File: src/rtl/task_slot_round_robin_scheduler_unit_macros.svh
// Assertion macros used by the scheduler top level.
`ifndef TASK_SLOT_ROUND_ROBIN_SCHEDULER_UNIT_MACROS_SVH
`define TASK_SLOT_ROUND_ROBIN_SCHEDULER_UNIT_MACROS_SVH

// Same-cycle implication, disabled while reset is asserted.
`define TSRR_ASSERT_NOW(label, clk, rst_n, ante, cons, msg) \
	label: assert property (@(posedge clk) disable iff (!(rst_n)) (ante) |-> (cons)) \
		else $error(msg);

// Next-cycle implication, disabled while reset is asserted.
`define TSRR_ASSERT_NEXT(label, clk, rst_n, ante, cons, msg) \
	label: assert property (@(posedge clk) disable iff (!(rst_n)) (ante) |=> (cons)) \
		else $error(msg);

`endif

File: src/rtl/tsrr_pkg.sv
// Types and constants of the task slot round-robin scheduler.
package tsrr_pkg;

	localparam int unsigned ID_W   = 31;
	localparam int unsigned CHAN_W = 64;

	localparam logic [ID_W-1:0] ID_MAX   = {ID_W{1'b1}};
	localparam logic [ID_W-1:0] ID_FIRST = ID_W'(1);

	typedef enum logic [1:0] {
		SLOT_UNUSED   = 2'd0,
		SLOT_RUNNABLE = 2'd1,
		SLOT_WAITING  = 2'd2
	} slot_state_t;

	typedef enum logic [1:0] {
		OP_ALLOC = 2'd0,
		OP_SLEEP = 2'd1,
		OP_WAKE  = 2'd2,
		OP_SCHED = 2'd3
	} op_t;

	typedef enum logic [1:0] {
		STAT_OK      = 2'd0,
		STAT_NO_SLOT = 2'd1,
		STAT_NO_RUN  = 2'd2
	} status_t;

	typedef struct packed {
		slot_state_t       state;
		logic [CHAN_W-1:0] chan;
		logic [ID_W-1:0]   id;
	} slot_t;

endpackage

File: src/rtl/tsrr_if.sv
// Request and response channel interfaces of the scheduler.
interface tsrr_req_if;
	logic        valid;
	logic        ready;
	logic [1:0]  mode;
	logic [63:0] channel;

	modport source (output valid, output mode, output channel, input ready);
	modport sink (input valid, input mode, input channel, output ready);
endinterface

interface tsrr_rsp_if;
	logic        valid;
	logic        ready;
	logic [1:0]  status;
	logic [5:0]  slot;
	logic [30:0] task_id;
	logic [6:0]  woken_count;

	modport source (output valid, output status, output slot, output task_id,
		output woken_count, input ready);
	modport sink (input valid, input status, input slot, input task_id,
		input woken_count, output ready);
endinterface

File: src/rtl/tsrr_cell.sv
// One task slot of the rotating slot ring.
module tsrr_cell (
	input  logic          clk,
	input  logic          arst_n,
	input  logic          shift,
	input  tsrr_pkg::slot_t nxt,
	output tsrr_pkg::slot_t cur
);
	import tsrr_pkg::*;

	slot_state_t       state_q;
	logic [CHAN_W-1:0] chan_q;
	logic [ID_W-1:0]   id_q;

	always_ff @(posedge clk or negedge arst_n) begin
		if (!arst_n) begin
			state_q <= SLOT_UNUSED;
		end else if (shift) begin
			state_q <= nxt.state;
		end
	end

	always_ff @(posedge clk) begin
		if (shift) begin
			chan_q <= nxt.chan;
			id_q   <= nxt.id;
		end
	end

	assign cur.state = state_q;
	assign cur.chan  = chan_q;
	assign cur.id    = id_q;

endmodule

File: src/rtl/task_slot_round_robin_scheduler_unit.sv
// Top level: slot ring of cells plus the head controller that walks it.
//
//  channel | dir | payload                              | transfer when
//  --------+-----+--------------------------------------+-----------------------
//  req     | in  | mode, channel                        | req.valid & req.ready
//  rsp     | out | status, slot, task_id, woken_count   | rsp.valid & rsp.ready
//
// Each item is taken in the idle state, then the ring rotates once per slot,
// all slots passing the head cell once in slot order.
// Reset empties every slot, sets the next id to 1 and the current slot to 0.
// The rotation holds on its last slot while a previous response is not taken;
// a new request is taken whenever the ring is at rest.
`include "task_slot_round_robin_scheduler_unit_macros.svh"

module task_slot_round_robin_scheduler_unit #(
	parameter int unsigned SLOT_COUNT = 64
) (
	input logic        clk,
	input logic        arst_n,
	tsrr_req_if.sink   req,
	tsrr_rsp_if.source rsp
);
	import tsrr_pkg::*;

	localparam int unsigned IDX_W = $clog2(SLOT_COUNT);
	localparam int unsigned EXT_W = (IDX_W > 6) ? IDX_W : 6;
	localparam logic [IDX_W-1:0] IDX_LAST = IDX_W'(SLOT_COUNT - 1);

	typedef enum logic [1:0] {
		ST_IDLE = 2'b01,
		ST_WALK = 2'b10
	} fsm_t;

	fsm_t              state_q;
	logic [IDX_W-1:0]  idx_q;
	logic [IDX_W-1:0]  cur_q;
	logic [ID_W-1:0]   next_id_q;
	op_t               op_q;
	logic [CHAN_W-1:0] chan_q;

	// walk accumulators
	logic              found_q, found_n;
	logic [IDX_W-1:0]  aslot_q, aslot_n;
	logic [ID_W-1:0]   aid_q, aid_n;
	logic [ID_W-1:0]   nid_n;
	logic              aft_q, aft_n;
	logic [IDX_W-1:0]  aft_slot_q, aft_slot_n;
	logic [ID_W-1:0]   aft_id_q, aft_id_n;
	logic              upto_q, upto_n;
	logic [IDX_W-1:0]  upto_slot_q, upto_slot_n;
	logic [ID_W-1:0]   upto_id_q, upto_id_n;
	logic [6:0]        woken_q, woken_n;

	// response register
	logic              rsp_valid_q;
	status_t           rsp_status_q;
	logic [5:0]        rsp_slot_q;
	logic [ID_W-1:0]   rsp_id_q;
	logic [6:0]        rsp_woken_q;

	slot_t             ring [SLOT_COUNT];
	slot_t             head_new;

	logic              take, last, out_free, shift, finish;

	assign take     = req.valid && req.ready;
	assign last     = (idx_q == IDX_LAST);
	assign out_free = !rsp_valid_q || rsp.ready;
	assign shift    = (state_q == ST_WALK) && (!last || out_free);
	assign finish   = (state_q == ST_WALK) && last && out_free;

	genvar g;
	generate
		for (g = 0; g < SLOT_COUNT; g++) begin : g_ring
			slot_t nxt;
			if (g == SLOT_COUNT - 1) begin : g_tail
				assign nxt = head_new;
			end else begin : g_mid
				assign nxt = ring[g+1];
			end
			tsrr_cell u_cell (
				.clk    (clk),
				.arst_n (arst_n),
				.shift  (shift),
				.nxt    (nxt),
				.cur    (ring[g])
			);
		end
	endgenerate

	// Head logic: update the slot at the head and fold it into the accumulators.
	always_comb begin
		head_new    = ring[0];
		found_n     = found_q;
		aslot_n     = aslot_q;
		aid_n       = aid_q;
		nid_n       = next_id_q;
		aft_n       = aft_q;
		aft_slot_n  = aft_slot_q;
		aft_id_n    = aft_id_q;
		upto_n      = upto_q;
		upto_slot_n = upto_slot_q;
		upto_id_n   = upto_id_q;
		woken_n     = woken_q;
		case (op_q)
			OP_ALLOC: begin
				if (!found_q && ring[0].state == SLOT_UNUSED) begin
					head_new.state = SLOT_RUNNABLE;
					head_new.id    = next_id_q;
					found_n        = 1'b1;
					aslot_n        = idx_q;
					aid_n          = next_id_q;
					nid_n          = (next_id_q == ID_MAX) ? ID_FIRST : next_id_q + 1'b1;
				end
			end
			OP_WAKE: begin
				if (ring[0].state == SLOT_WAITING && ring[0].chan == chan_q) begin
					head_new.state = SLOT_RUNNABLE;
					woken_n        = woken_q + 1'b1;
				end
			end
			OP_SLEEP, OP_SCHED: begin
				if (op_q == OP_SLEEP && idx_q == cur_q) begin
					head_new.state = SLOT_WAITING;
					head_new.chan  = chan_q;
				end
				if (head_new.state == SLOT_RUNNABLE) begin
					if (idx_q > cur_q) begin
						if (!aft_q) begin
							aft_n      = 1'b1;
							aft_slot_n = idx_q;
							aft_id_n   = ring[0].id;
						end
					end else if (!upto_q) begin
						upto_n      = 1'b1;
						upto_slot_n = idx_q;
						upto_id_n   = ring[0].id;
					end
				end
			end
			default: ;
		endcase
	end

	// Response of the finished walk.
	status_t          res_status;
	logic [IDX_W-1:0] res_idx;
	logic [ID_W-1:0]  res_id;
	logic [6:0]       res_woken;
	logic [IDX_W-1:0] new_cur;
	logic [EXT_W-1:0] res_ext;

	always_comb begin
		res_status = STAT_OK;
		res_idx    = '0;
		res_id     = '0;
		res_woken  = '0;
		new_cur    = cur_q;
		case (op_q)
			OP_ALLOC: begin
				if (found_n) begin
					res_idx = aslot_n;
					res_id  = aid_n;
				end else begin
					res_status = STAT_NO_SLOT;
				end
			end
			OP_WAKE: begin
				res_woken = woken_n;
			end
			OP_SLEEP, OP_SCHED: begin
				if (aft_n) begin
					res_idx = aft_slot_n;
					res_id  = aft_id_n;
					new_cur = aft_slot_n;
				end else if (upto_n) begin
					res_idx = upto_slot_n;
					res_id  = upto_id_n;
					new_cur = upto_slot_n;
				end else begin
					res_status = STAT_NO_RUN;
					res_idx    = cur_q;
				end
			end
			default: ;
		endcase
		res_ext = EXT_W'(res_idx);
	end

	always_ff @(posedge clk or negedge arst_n) begin
		if (!arst_n) begin
			state_q     <= ST_IDLE;
			idx_q       <= '0;
			cur_q       <= '0;
			next_id_q   <= ID_FIRST;
			rsp_valid_q <= 1'b0;
		end else begin
			case (state_q)
				ST_IDLE: begin
					if (take) begin
						state_q <= ST_WALK;
						idx_q   <= '0;
					end
				end
				ST_WALK: begin
					if (shift) begin
						next_id_q <= nid_n;
						if (last) begin
							state_q <= ST_IDLE;
							idx_q   <= '0;
							cur_q   <= new_cur;
						end else begin
							idx_q <= idx_q + 1'b1;
						end
					end
				end
				default: state_q <= ST_IDLE;
			endcase
			if (finish) begin
				rsp_valid_q <= 1'b1;
			end else if (rsp.ready) begin
				rsp_valid_q <= 1'b0;
			end
		end
	end

	// Payload registers: clear accumulators on transfer, advance on each rotation.
	always_ff @(posedge clk) begin
		if (take) begin
			op_q    <= op_t'(req.mode);
			chan_q  <= req.channel;
			found_q <= 1'b0;
			aft_q   <= 1'b0;
			upto_q  <= 1'b0;
			woken_q <= '0;
		end else if (shift) begin
			found_q <= found_n;
			aft_q   <= aft_n;
			upto_q  <= upto_n;
			woken_q <= woken_n;
		end
		if (shift) begin
			aslot_q     <= aslot_n;
			aid_q       <= aid_n;
			aft_slot_q  <= aft_slot_n;
			aft_id_q    <= aft_id_n;
			upto_slot_q <= upto_slot_n;
			upto_id_q   <= upto_id_n;
		end
		if (finish) begin
			rsp_status_q <= res_status;
			rsp_slot_q   <= res_ext[5:0];
			rsp_id_q     <= res_id;
			rsp_woken_q  <= res_woken;
		end
	end

	assign req.ready       = (state_q == ST_IDLE);
	assign rsp.valid       = rsp_valid_q;
	assign rsp.status      = rsp_status_q;
	assign rsp.slot        = rsp_slot_q;
	assign rsp.task_id     = rsp_id_q;
	assign rsp.woken_count = rsp_woken_q;

	`TSRR_ASSERT_NEXT(a_take_starts_walk, clk, arst_n, take, state_q == ST_WALK && idx_q == '0, "request transfer did not start a walk at slot zero")
	`TSRR_ASSERT_NEXT(a_walk_advances, clk, arst_n, state_q == ST_WALK && !last, state_q == ST_WALK && idx_q == IDX_W'($past(idx_q) + 1'b1), "walk did not advance by one slot")
	`TSRR_ASSERT_NOW(a_fail_payload, clk, arst_n, rsp.valid && rsp.status != STAT_OK, rsp.task_id == '0 && rsp.woken_count == '0, "failed response carries an id or a wake count")

endmodule
File: src/flat_wrapper.sv
// flat-port wrapper written by rule: the top's interface ports become plain ports
module task_slot_round_robin_scheduler_unit_flat import tsrr_pkg::*;
#(
	parameter int unsigned SLOT_COUNT = 64
)
  (clk, arst_n, req_valid, req_mode, req_channel, req_ready, rsp_valid, rsp_status, rsp_slot, rsp_task_id, rsp_woken_count, rsp_ready);
  tsrr_req_if req_i ();
  tsrr_rsp_if rsp_i ();
  input logic clk;
  input logic arst_n;
  input wire logic [$bits(req_i.valid)-1:0] req_valid;
  input wire logic [$bits(req_i.mode)-1:0] req_mode;
  input wire logic [$bits(req_i.channel)-1:0] req_channel;
  output wire logic [$bits(req_i.ready)-1:0] req_ready;
  output wire logic [$bits(rsp_i.valid)-1:0] rsp_valid;
  output wire logic [$bits(rsp_i.status)-1:0] rsp_status;
  output wire logic [$bits(rsp_i.slot)-1:0] rsp_slot;
  output wire logic [$bits(rsp_i.task_id)-1:0] rsp_task_id;
  output wire logic [$bits(rsp_i.woken_count)-1:0] rsp_woken_count;
  input wire logic [$bits(rsp_i.ready)-1:0] rsp_ready;
  assign req_i.valid = req_valid;
  assign req_i.mode = req_mode;
  assign req_i.channel = req_channel;
  assign req_ready = req_i.ready;
  assign rsp_valid = rsp_i.valid;
  assign rsp_status = rsp_i.status;
  assign rsp_slot = rsp_i.slot;
  assign rsp_task_id = rsp_i.task_id;
  assign rsp_woken_count = rsp_i.woken_count;
  assign rsp_i.ready = rsp_ready;
  task_slot_round_robin_scheduler_unit #(.SLOT_COUNT(SLOT_COUNT)) u_core (.clk(clk), .arst_n(arst_n), .req(req_i), .rsp(rsp_i));
endmodule
File: config.mk
export PLATFORM = sky130hd
export DESIGN_NAME = task_slot_round_robin_scheduler_unit_flat
export DESIGN_NICKNAME = d
export VERILOG_FILES = /design/src/rtl/tsrr_pkg.sv /design/src/rtl/tsrr_if.sv /design/src/rtl/tsrr_cell.sv /design/src/rtl/task_slot_round_robin_scheduler_unit.sv /design/src/flat_wrapper.sv
export VERILOG_INCLUDE_DIRS = /design/src /design/src/rtl
export SDC_FILE = /design/constraint.sdc
export NUM_CORES = 2
export LEC_CHECK = 0
export BUFFER_PORTS_ARGS = -buffer_cell sky130_fd_sc_hd__buf_2
export CELL_PAD_IN_SITES_DETAIL_PLACEMENT = 1
export CELL_PAD_IN_SITES_GLOBAL_PLACEMENT = 1
export CORE_ASPECT_RATIO = 0.6
export CORE_MARGIN = 2
export CORE_UTILIZATION = 56
export CTS_CLUSTER_DIAMETER = 80
export DETAILED_ROUTE_END_ITERATION = 6
export PLACE_DENSITY = 0.82
export SLEW_MARGIN = 10
export SYNTH_ARGS = -nofsm -noshare
export SYNTH_HDL_FRONTEND = slang
export SYNTH_SLANG_ARGS = --single-unit
File: constraint.sdc
create_clock -name clk -period 227 [get_ports clk]
set_input_delay 22.7 -clock clk [delete_from_list [all_inputs] [get_ports clk]]
set_output_delay 22.7 -clock clk [all_outputs]
set_load 0.01 [all_outputs]
# After elaboration in Yosys (flattened, before gate mapping)

Index checks and enable logic that the tools add are counted.

Flip-flop bits (word level): 6487
Output and inout bits: 48

Add/sub/neg operators: 3
$lt $le $gt $ge: 1
Equality and inequality tests: 14
Mux-type cells: 61
Reduce and logical (&&, ||, !) cells: 21

Operator list:

| operator                                       | count |
|---|---|
| 2-to-1 mux 31 bit                              | 16 |
| 2-to-1 mux 66 bit                              | 2 |
| 2-to-1 mux 6 bit                               | 16 |
| == test 64 bit                                 | 1 |
| 2-to-1 mux 64 bit                              | 1 |
| case mux 31 bit (2 select lines)               | 1 |
| adder 31 x 1 -> 31 bit (second input constant) | 1 |
| == test 31 bit (second input constant)         | 1 |
| case mux 6 bit (2 select lines)                | 2 |
| 2-to-1 mux 2 bit                               | 7 |
| 2-to-1 mux 7 bit                               | 2 |
| 2-to-1 mux 1 bit                               | 11 |
| == test 2 bit (second input constant)          | 4 |
| case mux 2 bit (2 select lines)                | 2 |
| AND reduction 4 bit                            | 2 |
| adder 7 x 1 -> 7 bit (second input constant)   | 1 |
| logical AND 1 bit                              | 7 |
| adder 6 x 1 -> 6 bit (second input constant)   | 1 |
| == test 2 x 1 -> 1 bit (second input constant) | 3 |
| == test 6 bit                                  | 1 |
| == test 6 bit (second input constant)          | 1 |
| greater-than comparator 6 bit                  | 1 |
| case mux 2 bit (3 select lines)                | 1 |
| AND reduction 3 bit                            | 2 |
| other kinds (7)                                | 13 |

# Logic depth before layout (Yosys ltp)

Depth in word-level cells: 10
Mapped depth: 12

# By module

Synthesis repeated with hierarchy kept, for this count alone.

Cells, all modules: 7662
Area, all modules: 201206.7 um2

By module, submodules not included:

| module                               | times used | cells each | area each (um2) |
|---|---|---|---|
| tsrr_cell                            | 64         | 99         | 2925.3 |
| task_slot_round_robin_scheduler_unit | 1          | 1326       | 13987.2 |

# Least setup slack after synthesis

No wires, ideal clock.

Path kind: input-to-reg
Start point: input rsp_ready
End point: register u_core.aft_id_q[0] (enable)
Arrival time: 189.448 ns
Required time: 218.024 ns
Path slack: 28.577 ns
Stages on the path: 5
Buffers on the path: 2
Cell sequence: nand2b_1 > o21ai_1 > clkinv_1 > clkbuf_1 > clkbuf_1

Cells in the longest elaborated chain, start to end: 3

RTL lines:

| element                                 | line                                        | source |
|---|---|---|
| start, declared                         | flat_wrapper.sv:20                          | `input wire logic [$bits(rsp_i.ready)-1:0] rsp_ready;` |
| logical OR 1 bit                        | task_slot_round_robin_scheduler_unit.sv:68  | `assign out_free = !rsp_valid_q \|\| rsp.ready;` |
| logical OR 1 bit                        | task_slot_round_robin_scheduler_unit.sv:69  | `assign shift = (state_q == ST_WALK) && (!last \|\| out_free);` |
| logical AND 1 bit                       | task_slot_round_robin_scheduler_unit.sv:69  |  |
| named net u_core.g_ring[0].u_cell.shift | tsrr_cell.sv:5                              | `input logic shift,` |
| end signal, assigned                    | task_slot_round_robin_scheduler_unit.sv:246 | `aft_id_q <= aft_id_n;` |
| end, declared                           | task_slot_round_robin_scheduler_unit.sv:48  | `logic [ID_W-1:0] aft_id_q, aft_id_n;` |

The timed path passes the listed nets, and every way through them passes these cells.
A chain may end at the register's enable or synchronous reset.

# Worst setup path in the final report

Start point: input rsp_ready
End point: register u_core.g_ring[22].u_cell.chan_q[59] (enable)

Cells in the longest elaborated chain, start to end: 3

RTL lines:

| element              | line                                       | source |
|---|---|---|
| logical OR 1 bit     | task_slot_round_robin_scheduler_unit.sv:68 |  |
| logical OR 1 bit     | task_slot_round_robin_scheduler_unit.sv:69 |  |
| logical AND 1 bit    | task_slot_round_robin_scheduler_unit.sv:69 |  |
| end signal, assigned | tsrr_cell.sv:25                            | `chan_q <= nxt.chan;` |
| end, declared        | tsrr_cell.sv:12                            | `logic [CHAN_W-1:0] chan_q;` |

No other way between the ends.

==> flow_summary.yaml <==
sta:
  setup_violations: 0
  fin_worst_skew_ps: 69.67
  rsz0062_at_grt: "false"
  finalHoldViolCount: 0
  finalMaxSlewViolations: 0
  finalCriticalPeriod_ps: 29220
  fmax_mhz: 34.22
  worstMarginPinSlew_ps: 1208
  setup_slack_ps: 197780
  fin_tns_setup_ps: 0
  post-route-period-util_pct: 12.87
  max_slew_margin_pct: 18.82
synthesis:
  synth_top_family_by_area: "simple AND/OR/NAND/NOR gates"
  yosysUniqueCellTypes: 67
  synth_area_leaders: "edfxtp_1, dfrtp_1, nand2_1"
  synth-compound-area-share_pct: 0.6475
  avgSynthCellArea_sq_um: 25.56
  yosysTopAreaCellShare_pct: 94.00
  synth_xor_area_share_pct: 0.3349
  syn-num-nets: 7956
  synth_mux_area_share_pct: 0.5344
  synth-async-reset-ratio_pct: 2.682
  synth_area_sq_um: 201400
  synth-simple-area-share_pct: 1.917
  synth_flop_cell: "edfxtp_1"
  synth-seq-area-share_pct: 96.26
  ys.warnings.count: 0
  synth_adder_area_share_pct: 0.05592
  synth_cells: 7877
  synth_seq_cells: 6487
  synth_edf_count: 6303
  synth.largest_area_cell: "edfxtp_1"
placement:
  placed_area_sq_um: 208300
  dpl.hpwl_mm: 174.0
  numPortBuffers: 117
  place_ws_ps: 197020
  dp.cells: 12800
  place_congestion: 0.7844
setup_path:
  r2r_cells: 12
  cpLargestDelayFamily: "buffers and inverters"
  critPathLaunch: "rsp_ready"
  startpoint_type: "input pin"
  r2r_end: "u_core.g_ring[22].u_cell.chan_q[59]$_DFFE_PP_"
  worstPathCellList: "buf_2 -> nand2b_1 -> o21ai_4 -> buf_4 -> inv_8 -> buf_4 -> buf_4 -> buf_4 -> buf_4 -> buf_4 -> buf_12"
  crit_path_top_delay_cell: "buf_4"
  r2r_start: "u_core.idx_q[0]$_DFFE_PN0P_"
  critPathMaxStageDelay_ps: 910
  crit_fanout: 206
  worstSetupPathType: "in2reg"
  worst_path_most_repeated_cell: "buf_4"
  critPathRequiredTime_ps: 227510
  path_buf_inv: 9
  critPathCaptureType: "flop"
  worstPathArrival_ps: 29730
  reg2reg_slack_ps: 218730
pwr:
  sw_frac_of_total_pct: 23.54
  power.density_nw_per_um2: 12.06
  pwr-share-clk_pct: 34.1
  total_leakage_power_nw: 67.20
  ir_drop_v: 0.000009593
  seq_power_share_pct: 59.7
  combPwrFrac_pct: 6.2
  switchingPower_mw: 0.6400
  p_int_mw: 2.078
cts:
  cts.sinks: 6487
  cts_hold_buf: 0
  clock_path_buffers: 4
  ctsResizeCount: 0
  cts_tree: "built"
  path_clk_slew_ps: 70
  clk_latency_ps: 950
  cts_root_buf: "clkbuf_16"
  cts.htree.levels: 6
  cts_setup_buffers: 0
  cts_buffers: 543
routing:
  drt-total-wl_mm: 371.8
  drtPass1Iterations: 7
  vias: 76110
  vias_per_cell: 5.530
  drt_first_iter_violations: 8936
  post_drt_wl_per_cell_microns: 27.01
  drc: 2
  antenna_left: 0
layout:
  final_util_pct: 63.02
  final_cell_mix: "edfxtp_1, nand2_1, clkbuf_16, dfrtp_1, clkbuf_1"
  final_common_cell: "edfxtp_1"
  drive_gt1_share_pct: 11.82
  design_area_sq_um: 225500
  nets: 8610
  final_cell_count_no_fill: 13760
  area_growth_pct: 11.97
floorplan:
  placementRows: 170
  die_h_microns: 468.5
  pin_count: 118
  die_w_microns: 778.1
  core_area_sq_um: 357800
  start_util_pct: 56.28
  dieArea_sq_um: 364500
outcome:
  status: "finished with violations"
  violations: "DRC"
worst_hold_path:
  hold-path-cell-count: 0
  hold_end: "u_core.g_ring[55].u_cell.chan_q[39]$_DFFE_PP_"
  min_from: "u_core.g_ring[56].u_cell.chan_q[39]$_DFFE_PP_"
  hold_class: "reg2reg"
global_route:
  antenna_found_initial: 28
  grt_pass1_wl_mm: 544.8
  grtUsageTotal_pct: 20.47
  grt_max_degree: 229
  grt-ovfl-total: 0
  first_global_vias: 78550
run:
  max_cap_violations: 0
==> cells in the mapped netlist (3+ instances only) <==
library cell and count:
o221ai_1 3, xor2_1 38, a21oi_1 10, edfxtp_1 6303
o31ai_1 11, ha_1 9, nor3_1 9, a221o_1 31
nand2_1 713, nand3_1 29, buf_1 10, nor4_1 14
or2_2 4, mux2i_1 4, a22oi_1 7, xnor2_1 39
nor4_2 3, buf_2 28, nand4_1 16, or4_1 8
o311ai_0 7, o211ai_1 10, a22o_1 32, a41oi_1 5
or3_1 4, and4_1 3, and2_1 5, a31oi_1 6
clkbuf_1 54, o21ai_0 26, nand2b_1 16, nor3_2 4
a21o_1 3, dfxtp_1 10, inv_1 31, and3_1 7
nor2b_1 12, dfrtp_1 172, nor4b_1 3, nor2_1 52
mux2_2 92
==> kinds of logic (layout without fill, tap and decap cells) <==
kind of cell,count (synthesis),count (layout)
AOI/OAI and AO/OA,167,167
xor gates and xnor gates,77,77
adders and majority gates,9,9
buffers and inverters,125,1191
DFF,6487,6487
muxes,96,96
other,0,3
and+or+nand+nor,916,916
==> metrics by stage <==
stage / power (mW) / hold WS [ps]
2_1_floorplan: 4.175 / 400.3
3_3_place_gp: 1.779 / 400.1
3_5_place_dp: 1.805 / 405.1
4_1_cts: 2.743 / 362.6
5_1_grt: 2.806 / 379.6
6_report: 2.718 / 366.3
==> per-layer routing <==
layer / up-vias / part of all wire, % / track usage, %
li1: 32410 / - / -
met2: 3178 / 49 / 33.06
met4: 8 / 3.2 / 6.264
met3: 762 / 6.3 / 3.378
met1: 39750 / 42 / 29.44
met5: - / 0.012 / 0
==> worst max-delay path by stage <==
stage | to | slack (ps) | cells past startpoint
6_report | u_core.g_ring[22].u_cell.chan_q[59]$_DFFE_PP_ | 197780 | 11
5_1_grt | u_core.g_ring[27].u_cell.chan_q[22]$_DFFE_PP_ | 197240 | 11
4_1_cts | u_core.g_ring[27].u_cell.chan_q[22]$_DFFE_PP_ | 197940 | 11
3_5_place_dp | u_core.g_ring[21].u_cell.chan_q[22]$_DFFE_PP_ | 197020 | 11
3_3_place_gp | u_core.g_ring[39].u_cell.chan_q[19]$_DFFE_PP_ | 197450 | 11
2_1_floorplan | u_core.aft_id_q[0]$_DFFE_PP_ | 28580 | 5
==> power by group through the flow <==
stage	combinational (mW)	clock, mW	sequential (mW)
6_report	0.168	0.926	1.62
4_1_cts	0.168	0.948	1.63
3_3_place_gp	0.154	0	1.62
2_1_floorplan	0.114	0	4.06
5_1_grt	0.186	0.982	1.64
3_5_place_dp	0.167	0	1.64
==> registers in the layout, summed over array words and instances (netlist names), 7 cells and up <==
register                      flops
u_core.aft_id_q                  31
u_core.aid_q                     31
u_core.chan_q                    64
u_core.g_ring.u_cell.chan_q    4096
u_core.g_ring.u_cell.id_q      1984
u_core.g_ring.u_cell.state_q    128
u_core.next_id_q                 31
u_core.rsp.task_id               31
u_core.rsp.woken_count            7
u_core.upto_id_q                 31
u_core.woken_q                    7
==> final cells by class <==
| class | count | area, sq um |
|---|---|---|
| Multi-Input combinational cell | 1265 | 7063 |
| Timing Repair Buffer | 202 | 1389 |
| Sequential cell | 6487 | 193800 |
| Tap cell | 4816 | 6026 |
| Fill cell | 28190 | 132300 |
| Clock inverter | 264 | 2451 |
| Inverter | 32 | 127.6 |
| Antenna cell | 3 | 7.507 |
| Clock buffer | 693 | 14560 |
(Power assumes the default switching activity.)
